`src/hw/rtl/tekd_pkg.sv`:
```
// types, constants and helper functions shared by the terminal key decoder
package tekd_pkg;

	localparam int PARAM_BITS = 8;

	typedef logic [PARAM_BITS-1:0] param_t;

	localparam param_t PARAM_MAX = '1;

	typedef enum logic [2:0] {
		PM_IDLE,
		PM_ESC,
		PM_CSI,
		PM_SS3,
		PM_P1,
		PM_SEMI,
		PM_P2
	} parse_mode_t;

	typedef enum logic [4:0] {
		K_PLAIN, K_ENTER, K_BKSP, K_ESC, K_UNK,
		K_UP, K_DOWN, K_RIGHT, K_LEFT, K_HOME, K_END,
		K_PGUP, K_PGDN, K_INS, K_DEL, K_F2,
		K_CTRL_UP, K_CTRL_DOWN, K_CTRL_RIGHT, K_CTRL_LEFT, K_CTRL_HOME, K_CTRL_END,
		K_SHIFT_UP, K_SHIFT_DOWN, K_SHIFT_RIGHT, K_SHIFT_LEFT,
		K_CS_UP, K_CS_DOWN, K_CS_RIGHT, K_CS_LEFT
	} key_code_t;

	localparam logic [7:0] CH_BS    = 8'd8;
	localparam logic [7:0] CH_LF    = 8'd10;
	localparam logic [7:0] CH_CR    = 8'd13;
	localparam logic [7:0] CH_ESC   = 8'd27;
	localparam logic [7:0] CH_DEL   = 8'd127;
	localparam logic [7:0] CH_ZERO  = 8'h30;
	localparam logic [7:0] CH_NINE  = 8'h39;
	localparam logic [7:0] CH_SEMI  = 8'h3b;
	localparam logic [7:0] CH_A     = 8'h41;
	localparam logic [7:0] CH_D     = 8'h44;
	localparam logic [7:0] CH_F     = 8'h46;
	localparam logic [7:0] CH_H     = 8'h48;
	localparam logic [7:0] CH_O     = 8'h4f;
	localparam logic [7:0] CH_LBRK  = 8'h5b;
	localparam logic [7:0] CH_TILDE = 8'h7e;

	localparam param_t MOD_SHIFT      = param_t'(2);
	localparam param_t MOD_CTRL       = param_t'(5);
	localparam param_t MOD_CTRL_SHIFT = param_t'(6);

	typedef struct packed {
		parse_mode_t mode;
		param_t      first_param;
		param_t      modifier_param;
	} dec_state_t;

	typedef struct packed {
		logic      valid;
		key_code_t code;
		logic [7:0] plain;
	} dec_result_t;

	function automatic param_t accumulate(input param_t acc, input logic [3:0] d);
		logic [PARAM_BITS+4:0] wide;
		logic [PARAM_BITS+4:0] v;
		wide = {5'b00000, acc};
		v = (wide << 3) + (wide << 1) + {{(PARAM_BITS+1){1'b0}}, d};
		if (v > {5'b00000, PARAM_MAX}) begin
			return PARAM_MAX;
		end
		return v[PARAM_BITS-1:0];
	endfunction

	function automatic logic is_digit(input logic [7:0] b);
		return (b >= CH_ZERO) && (b <= CH_NINE);
	endfunction

	function automatic logic is_arrow(input logic [7:0] b);
		return (b >= CH_A) && (b <= CH_D);
	endfunction

	function automatic key_code_t arrow_key(input key_code_t base, input logic [7:0] b);
		logic [1:0] ofs;
		ofs = 2'(b - CH_A);
		return key_code_t'(5'(base) + {3'b000, ofs});
	endfunction

	function automatic key_code_t letter_key(input logic [7:0] b);
		if (is_arrow(b)) begin
			return arrow_key(K_UP, b);
		end
		if (b == CH_H) begin
			return K_HOME;
		end
		if (b == CH_F) begin
			return K_END;
		end
		return K_UNK;
	endfunction

	function automatic key_code_t tilde_key(input param_t p);
		if (p == param_t'(1) || p == param_t'(7)) return K_HOME;
		if (p == param_t'(4) || p == param_t'(8)) return K_END;
		if (p == param_t'(5)) return K_PGUP;
		if (p == param_t'(6)) return K_PGDN;
		if (p == param_t'(2)) return K_INS;
		if (p == param_t'(3)) return K_DEL;
		if (p == param_t'(12)) return K_F2;
		return K_UNK;
	endfunction

	function automatic key_code_t modified_key(input param_t m, input logic [7:0] b);
		if (m == MOD_CTRL || m == MOD_CTRL_SHIFT) begin
			if (is_arrow(b)) begin
				return arrow_key((m == MOD_CTRL) ? K_CTRL_UP : K_CS_UP, b);
			end
			if (b == CH_H) return K_CTRL_HOME;
			if (b == CH_F) return K_CTRL_END;
		end else if (m == MOD_SHIFT) begin
			if (is_arrow(b)) return arrow_key(K_SHIFT_UP, b);
		end
		return K_UNK;
	endfunction

endpackage

```
`src/hw/rtl/terminal_escape_key_decoder_core.sv`:
```
// top level of the terminal escape sequence key decoder
// Takes one request per clock unless the output stalls: a keyboard byte in
// s_axis_tdata, or a timeout mark in s_axis_tuser when no byte came in the escape
// wait time. Each request passes an input register, the combinational parser logic
// and the output register; a new request is taken every cycle. A request that only
// advances a sequence (ESC, '[', 'O', digits, ';') or a timeout while idle gives no
// result. Only a stalled output register holds the input back.
module terminal_escape_key_decoder_core (
	input  logic        clk,
	input  logic        arst_n,
	input  logic        s_axis_tvalid,
	output logic        s_axis_tready,
	input  logic [7:0]  s_axis_tdata,  // byte_in
	input  logic        s_axis_tuser,  // timed_out
	output logic        m_axis_tvalid,
	input  logic        m_axis_tready,
	output logic [15:0] m_axis_tdata   // key_code[4:0], plain_byte[12:5], zero pad
);

	logic                  valid_s1;
	logic [7:0]            byte_s1;
	logic                  tmo_s1;
	logic                  advance;
	tekd_pkg::dec_state_t  state_q;
	tekd_pkg::dec_state_t  state_nxt;
	tekd_pkg::dec_result_t res;
	logic                  out_valid_q;
	tekd_pkg::key_code_t   code_q;
	logic [7:0]            plain_q;

	assign advance       = valid_s1 && (!out_valid_q || m_axis_tready);
	assign s_axis_tready = !valid_s1 || advance;

	always_ff @(posedge clk or negedge arst_n) begin
		if (!arst_n) begin
			valid_s1 <= 1'b0;
		end else if (s_axis_tvalid && s_axis_tready) begin
			valid_s1 <= 1'b1;
		end else if (advance) begin
			valid_s1 <= 1'b0;
		end
	end

	always_ff @(posedge clk) begin
		if (s_axis_tvalid && s_axis_tready) begin
			byte_s1 <= s_axis_tdata;
			tmo_s1  <= s_axis_tuser;
		end
	end

	tekd_decode u_decode (
		.cur       (state_q),
		.byte_in   (byte_s1),
		.timed_out (tmo_s1),
		.nxt       (state_nxt),
		.res       (res)
	);

	always_ff @(posedge clk or negedge arst_n) begin
		if (!arst_n) begin
			state_q.mode           <= tekd_pkg::PM_IDLE;
			state_q.first_param    <= '0;
			state_q.modifier_param <= '0;
		end else if (advance) begin
			state_q <= state_nxt;
		end
	end

	always_ff @(posedge clk or negedge arst_n) begin
		if (!arst_n) begin
			out_valid_q <= 1'b0;
		end else if (advance) begin
			out_valid_q <= res.valid;
		end else if (m_axis_tready) begin
			out_valid_q <= 1'b0;
		end
	end

	always_ff @(posedge clk) begin
		if (advance) begin
			code_q  <= res.code;
			plain_q <= res.plain;
		end
	end

	assign m_axis_tvalid = out_valid_q;
	assign m_axis_tdata  = {3'b000, plain_q, code_q};

	a_idle_timeout_silent: assert property (@(posedge clk) disable iff (!arst_n)
		advance && tmo_s1 && state_q.mode == tekd_pkg::PM_IDLE |=> !m_axis_tvalid)
		else $error("timeout while idle produced a result");

	a_timeout_to_idle: assert property (@(posedge clk) disable iff (!arst_n)
		advance && tmo_s1 |=> state_q.mode == tekd_pkg::PM_IDLE)
		else $error("timeout did not return parser to idle");

	a_plain_only_for_plain: assert property (@(posedge clk) disable iff (!arst_n)
		m_axis_tvalid && code_q != tekd_pkg::K_PLAIN |-> plain_q == 8'h00)
		else $error("plain byte set on a non-plain key");

endmodule

```
`src/hw/rtl/tekd_decode.sv`:
```
// next-state and result logic of the escape sequence parser
module tekd_decode (
	input  tekd_pkg::dec_state_t  cur,
	input  logic [7:0]            byte_in,
	input  logic                  timed_out,
	output tekd_pkg::dec_state_t  nxt,
	output tekd_pkg::dec_result_t res
);

	logic [3:0] digit;

	assign digit = 4'(byte_in - tekd_pkg::CH_ZERO);

	always_comb begin
		nxt = cur;
		if (timed_out) begin
			nxt.mode = tekd_pkg::PM_IDLE;
		end else begin
			nxt.mode = tekd_pkg::PM_IDLE;
			case (cur.mode)
				tekd_pkg::PM_ESC: begin
					if (byte_in == tekd_pkg::CH_LBRK) nxt.mode = tekd_pkg::PM_CSI;
					else if (byte_in == tekd_pkg::CH_O) nxt.mode = tekd_pkg::PM_SS3;
				end
				tekd_pkg::PM_CSI: begin
					if (tekd_pkg::is_digit(byte_in)) begin
						nxt.first_param = tekd_pkg::param_t'(digit);
						nxt.mode = tekd_pkg::PM_P1;
					end
				end
				tekd_pkg::PM_SS3: begin
					nxt.mode = tekd_pkg::PM_IDLE;
				end
				tekd_pkg::PM_P1: begin
					if (tekd_pkg::is_digit(byte_in)) begin
						nxt.first_param = tekd_pkg::accumulate(cur.first_param, digit);
						nxt.mode = tekd_pkg::PM_P1;
					end else if (byte_in == tekd_pkg::CH_SEMI) begin
						nxt.mode = tekd_pkg::PM_SEMI;
					end
				end
				tekd_pkg::PM_SEMI: begin
					if (tekd_pkg::is_digit(byte_in)) begin
						nxt.modifier_param = tekd_pkg::param_t'(digit);
						nxt.mode = tekd_pkg::PM_P2;
					end
				end
				tekd_pkg::PM_P2: begin
					if (tekd_pkg::is_digit(byte_in)) begin
						nxt.modifier_param = tekd_pkg::accumulate(cur.modifier_param, digit);
						nxt.mode = tekd_pkg::PM_P2;
					end
				end
				default: begin
					if (byte_in == tekd_pkg::CH_ESC) nxt.mode = tekd_pkg::PM_ESC;
				end
			endcase
		end
	end

	always_comb begin
		res.valid = 1'b1;
		res.code  = tekd_pkg::K_UNK;
		res.plain = 8'h00;
		if (timed_out) begin
			case (cur.mode)
				tekd_pkg::PM_IDLE: res.valid = 1'b0;
				tekd_pkg::PM_ESC, tekd_pkg::PM_CSI, tekd_pkg::PM_SS3: res.code = tekd_pkg::K_ESC;
				default: res.code = tekd_pkg::K_UNK;
			endcase
		end else begin
			case (cur.mode)
				tekd_pkg::PM_ESC: begin
					if (byte_in == tekd_pkg::CH_LBRK || byte_in == tekd_pkg::CH_O) res.valid = 1'b0;
				end
				tekd_pkg::PM_CSI: begin
					if (tekd_pkg::is_digit(byte_in)) res.valid = 1'b0;
					else res.code = tekd_pkg::letter_key(byte_in);
				end
				tekd_pkg::PM_SS3: begin
					res.code = tekd_pkg::letter_key(byte_in);
				end
				tekd_pkg::PM_P1: begin
					if (tekd_pkg::is_digit(byte_in) || byte_in == tekd_pkg::CH_SEMI) begin
						res.valid = 1'b0;
					end else if (byte_in == tekd_pkg::CH_TILDE) begin
						res.code = tekd_pkg::tilde_key(cur.first_param);
					end
				end
				tekd_pkg::PM_SEMI: begin
					if (tekd_pkg::is_digit(byte_in)) res.valid = 1'b0;
				end
				tekd_pkg::PM_P2: begin
					if (tekd_pkg::is_digit(byte_in)) res.valid = 1'b0;
					else res.code = tekd_pkg::modified_key(cur.modifier_param, byte_in);
				end
				default: begin
					if (byte_in == tekd_pkg::CH_CR || byte_in == tekd_pkg::CH_LF) begin
						res.code = tekd_pkg::K_ENTER;
					end else if (byte_in == tekd_pkg::CH_DEL || byte_in == tekd_pkg::CH_BS) begin
						res.code = tekd_pkg::K_BKSP;
					end else if (byte_in == tekd_pkg::CH_ESC) begin
						res.valid = 1'b0;
					end else begin
						res.code  = tekd_pkg::K_PLAIN;
						res.plain = byte_in;
					end
				end
			endcase
		end
	end

endmodule

```
`config.mk`:
```
export PLATFORM = sky130hd
export DESIGN_NAME = terminal_escape_key_decoder_core
export DESIGN_NICKNAME = d
export VERILOG_FILES = /design/src/hw/rtl/tekd_pkg.sv /design/src/hw/rtl/terminal_escape_key_decoder_core.sv /design/src/hw/rtl/tekd_decode.sv
export SDC_FILE = /design/constraint.sdc
export NUM_CORES = 1
export LEC_CHECK = 0
export CAP_MARGIN = 10
export CORE_UTILIZATION = 55
export DETAILED_ROUTE_END_ITERATION = 10
export DONT_BUFFER_PORTS = 1
export GPL_TIMING_DRIVEN = 0
export PLACE_DENSITY = 0.81
export SETUP_SLACK_MARGIN = 0.2
export SLEW_MARGIN = 20
export SYNTH_ARGS = -nofsm -noshare
export SYNTH_HDL_FRONTEND = slang
export SYNTH_SLANG_ARGS = --single-unit
```
`constraint.sdc`:
```
create_clock -name clk -period 2.9 [get_ports clk]
set_clock_uncertainty 0.1 [all_clocks]
set_input_delay 0.58 -clock clk [delete_from_list [all_inputs] [get_ports clk]]
set_output_delay 0.58 -clock clk [all_outputs]
set_load 0.01 [all_outputs]
```
Word level (Yosys, flattened, before mapping). Index checks and enable logic that the tools add are counted.

Register bits: 43. Input port bits: 13. Output and inout port bits: 18.

Add/subtract/negate cells: 9. $lt $le $gt $ge: 6. Equal/unequal tests: 33. Multiplexer cells: 188. Bitwise operators: 1. Reductions and logical operators: 27.

Operators by type and width (count): two-way mux 5 bit (49); two-way mux 1 bit (116); two-way mux 8 bit (7); == test 8 x 3 -> 1 bit (second input constant) (6); == test 8 x 7 -> 1 bit (second input constant) (6); == test 8 x 4 -> 1 bit (second input constant) (5); case mux 8 bit (2 select lines) (2); adder 13 x 4 -> 13 bit (2); > comparator 13 x 8 -> 1 bit (second input constant) (2); case mux 5 bit (5 select lines) (1); adder 11 x 9 -> 12 bit (2); == test 8 x 2 -> 1 bit (second input constant) (3); two-way mux 11 bit (2); two-way mux 3 bit (6); case mux 3 bit (5 select lines) (1); AND reduction 5 bit (2); OR reduction 10 bit (1); == test 3 bit (second input constant) (3); logical OR 1 bit (9); == test 8 x 1 -> 1 bit (second input constant) (1); == test 8 x 5 -> 1 bit (second input constant) (1); == test 8 x 6 -> 1 bit (second input constant) (1); greater-or-equal comparator 8 x 6 -> 1 bit (second input constant) (1); greater-or-equal comparator 8 x 7 -> 1 bit (second input constant) (1); 21 further kinds (34).

Depth between registers and ports, before layout.
Depth in word-level cells: 64. Depth in mapped cells: 11.

By module. A second synthesis with hierarchy kept.

Cells, all modules: 429. Area total of the unflattened synthesis: 4190.3 sq um.

Modules (own cells, without submodules): tekd_decode (instances 1, cells each 353, area each 2618.8 sq um, sequential area each 0.0 sq um); terminal_escape_key_decoder_core (instances 1, cells each 76, area each 1571.5 sq um, sequential area each 1186.1 sq um).

Worst setup path before layout. OpenSTA, ideal clock, no wires.

Path type: register to register. Start: reg state_q[11] (netlist name). End: reg state_q[11] (netlist name). Setup time: 0.124 ns. Data arrival time: 2.396 ns. Required time: 2.676 ns. Path slack: 0.280 ns. Stages on the path, launching flop included: 11. Path buffers: 1. Clock period less this slack: 2.620 ns. Cells stage by stage: dfrtp_1 clkbuf_1 inv_1 fa_1 nand2b_1 a21oi_1 xor2_1 and3_1 a211oi_1 a41oi_2 o31a_1.

Word-level cells in the longest chain between the ends: 10.

RTL lines: start: declaration (line terminal_escape_key_decoder_core.sv:24) `tekd_pkg::dec_state_t state_q;`; start signal: assignment (line terminal_escape_key_decoder_core.sv:65) `state_q <= state_nxt;`; adder 11 x 9 -> 12 bit (line tekd_pkg.sv:65) `v = (wide << 3) + (wide << 1) + {{(PARAM_BITS+1){1'b0}}, d};`; adder 13 x 4 -> 13 bit (line tekd_pkg.sv:65); > comparator 13 x 8 -> 1 bit (line tekd_pkg.sv:66) `if (v > {5'b00000, PARAM_MAX}) begin`; two-way mux 1 bit (line tekd_pkg.sv:66); two-way mux 1 bit (line tekd_decode.sv:35) `if (tekd_pkg::is_digit(byte_in)) begin`; two-way mux 1 bit (line tekd_decode.sv:20) `case (cur.mode)`; two-way mux 1 bit (line tekd_decode.sv:16) `if (timed_out) begin`; two-way mux 8 bit (line tekd_pkg.sv:69) `return v[PARAM_BITS-1:0];`; two-way mux 8 bit (line tekd_decode.sv:35); case mux 8 bit (2 select lines) (line tekd_decode.sv:20).

Every way passes these cells. The select of a mux whose other input is x is not followed. A chain may end at the register's enable or synchronous reset.

Worst setup path in the final report.
Start: reg state_q[2] (netlist name). End: reg state_q[3] (netlist name).

Word-level cells in the longest chain between the ends: 10.

RTL lines: adder 11 x 9 -> 12 bit * (line tekd_pkg.sv:65); adder 13 x 4 -> 13 bit * (line tekd_pkg.sv:65); > comparator 13 x 8 -> 1 bit (line tekd_pkg.sv:66); two-way mux 1 bit (line tekd_pkg.sv:66); two-way mux 1 bit (line tekd_decode.sv:49) `if (tekd_pkg::is_digit(byte_in)) begin`; two-way mux 1 bit (line tekd_decode.sv:20); two-way mux 1 bit (line tekd_decode.sv:16); two-way mux 8 bit * (line tekd_pkg.sv:69); two-way mux 8 bit * (line tekd_decode.sv:49); case mux 8 bit (2 select lines) * (line tekd_decode.sv:20).

Mark *: on every way between the ends. The rest lies on a longest branch, timed or not. The select of a mux whose other input is x is not followed.

==> results.json <==
{
  "critPathLaunchType": "flop",
  "boundaryPins": 31,
  "vias": 3243,
  "gp_congestion": 0.9325,
  "cp_max_fo": 4,
  "finalCriticalPeriod_ns": 2.716,
  "ys_ff_latch": 43,
  "status": "finished, final reports clean",
  "synth_top_area_share": 0.1910,
  "die_h_um": 81.30,
  "min_path_type": "input port to async pin",
  "tns_ns": 0,
  "final_cell_mix": "34 x nand2_1, 29 x nor2_1, 26 x a21oi_1",
  "rsz0062_at_grt": "yes",
  "ys_top_cells_by_area": "edfxtp_1 19%, dfrtp_1 15%, ha_1 8.3%",
  "critical_path_class": "flop to flop",
  "synthFlopType": "edfxtp_1",
  "tightest_slew_ns": 0.6622,
  "viasPerCell": 6.632,
  "hpwl_mm": 6.240,
  "io_buffer_count": 0,
  "core_area_mm2": 0.005991,
  "post_drt_wl_per_cell_um": 18.43,
  "holdWs_ns": 0.1548,
  "placed_cells": 463,
  "track_usage": 0.2809,
  "grt_max_degree": 22,
  "fp.dieW_um": 81.30,
  "yosysSeqAreaShare": 0.3430,
  "path_clk_slew_ns": 0.09,
  "cap_violations": 0,
  "dieArea_mm2": 0.006609,
  "synth-async-reset-ratio": 0.4884,
  "cts-root-buf": "clkbuf_8",
  "hold_violations": 0,
  "cts_num_sinks": 43,
  "synth_edf_count": 22,
  "clock.fmax_ghz": 0.3682,
  "max_slew_margin": 0.5551,
  "synthCells": 386,
  "setup-violations-final": 0,
  "worstSkewPairLatency_ns": 0.30,
  "stdcell_count": 489,
  "start_util": 0.5773,
  "p_leak_nw": 1.617,
  "p_per_area_mw_per_mm2": 354.8,
  "final_layout_size_suffix_gt1_frac": 0.2053,
  "grt_pass1_wl_mm": 14.17,
  "cp_data_required_time_ns": 2.98,
  "grt_pass1_vias": 3007,
  "antenna_found_initial": 0,
  "cts_tree": "built",
  "ir_worst_vdd_mv": 0.3031,
  "arrival_ns": 2.79,
  "regToRegSetupSlack_ns": 0.18,
  "first_pass_iters": 6,
  "first_iter_violations": 441,
  "netlist_area_mm2": 0.003458,
  "reg2reg_depth": 10,
  "yosysWarnings": 0,
  "drc": 0,
  "fillers": 443,
  "htreeDepth": 2,
  "drt_wl_total_mm": 9.011,
  "end_kind": "flop",
  "area_delta_synth_final_pct": 15.81,
  "final_max_slew_viol_count": 0,
  "period_share": 0.9365,
  "synth_cell_types": 70,
  "final_common_cell": "nand2_1",
  "fin_nets": 453,
  "overflow": 0,
  "yosys.area.top_type": "edfxtp_1",
  "numCtsBuffers": 5,
  "diodes": 0,
  "ant_nets": 0,
  "row_count": 28,
  "cts.path.max_buffers": 2,
  "avgSynthCellArea_um2": 8.959
}
state kept, by name, summed over array words and instances (netlist names):
signal,cells
state_q,19
plain_q,8
m_axis_tvalid,1
valid_s1,1
tmo_s1,1
byte_s1,8
code_q,5
what timing repair did:
| item | in CTS | in global routing |
|---|---|---|
| resized for setup | 16 | 33 |
| setup endpoints to repair | 20 | 20 |
| endpoints found under the hold margin | 21 | 0 |
| hold buffers | 1 | 0 |
| pin swaps | 2 | 8 |
| gates cloned | 0 | 0 |
| buffers inserted | 8 | 9 |
metal layers:
layer	GRT usage	share of wire	vias to the layer above
li1	-	-	1491
met1	0.3848	0.41	1527
met2	0.4200	0.46	193
met3	0.06180	0.093	32
met4	0.1268	0.036	0
met5	0	0	-
per-stage QoR:
step / instance area [µm²] / utilization / worst slack, ns / total power, mW
4_1_cts: 3790 / 0.6326 / 0.1988 / 1.406
3_3_place_gp: 3560 / 0.5942 / 0.03487 / 0.9190
3_5_place_dp: 3560 / 0.5942 / -0.05227 / 0.9259
2_1_floorplan: 3466 / - / 0.2802 / 0.8766
5_1_grt: 4005 / 0.6685 / 0.1312 / 1.488
6_report: 4005 / 0.6685 / 0.1842 / 1.421
power breakdown:
group	switching (mW)	internal [mW]
clock network	0.216	0.256
registers	0.0414	0.692
logic	0.138	0.0767
total	0.396	1.03
cell usage after synthesis, drive strengths merged, types with 2 or more instances:
| cell | n |
|---|---|
| xor2 | 12 |
| edfxtp | 22 |
| a21oi | 30 |
| nand3b | 3 |
| a21o | 7 |
| o211ai | 5 |
| o21bai | 3 |
| mux2i | 3 |
| inv | 14 |
| a41oi | 2 |
| o22ai | 5 |
| nand3 | 12 |
| nand2b | 5 |
| and3 | 2 |
| or3 | 2 |
| o21a | 2 |
| a221o | 4 |
| o31a | 4 |
| a211oi | 5 |
| clkbuf | 6 |
| a22oi | 5 |
| o21ai | 20 |
| nor4 | 7 |
| and2 | 10 |
| a2111o | 2 |
| nor3 | 19 |
| dfrtp | 21 |
| ha | 23 |
| a31oi | 5 |
| fa | 4 |
| nand4b | 3 |
| nand2 | 35 |
| xnor2 | 7 |
| nor2 | 33 |
| buf | 10 |
| or4 | 2 |
| nor3b | 3 |
| nor2b | 9 |
| o31ai | 2 |
kinds of logic after synthesis:
kind of cell | synth area share
other | 0.001084
muxes | 0.01194
DFF | 0.3430
xor gates and xnor gates | 0.04812
buffers and inverters | 0.03799
AOI/OAI and AO/OA | 0.2207
and+or+nand+nor | 0.2308
adders and majority gates | 0.1064
critical path, stage by stage, from the launching register on:
cell     delay (ns)
dfrtp_2        0.47
ha_4           0.19
inv_2          0.05
fa_2           0.21
nor2b_2        0.06
o311a_1        0.31
or4_1          0.44
a32oi_2        0.23
mux2i_4        0.15
nor4_1         0.29
o22ai_1        0.11
layout make-up:
class                   instances  area (µm²)  area share
inverters                      14       55.05     0.01375
flip-flops and latches         43        1195      0.2983
multi-input cells             315        2331      0.5820
clock buffers                   5       68.82     0.01718
well taps                      75       93.84     0.02343
plain buffers                  16       85.08     0.02124
clock inverters                 3       43.79     0.01093
repair buffers                 18       132.6     0.03311
worst paths after layout:
kind / start / to
min: arst_n / state_q[13]
min reg2reg: state_q[7] / state_q[7]
max reg2reg: state_q[2] / state_q[3]
max: state_q[2] / state_q[3]
max in group asynchronous: arst_n / state_q[8]
min in group clk: s_axis_tdata[7] / byte_s1[7]
Note: power is estimated with default switching activity, not from simulation.
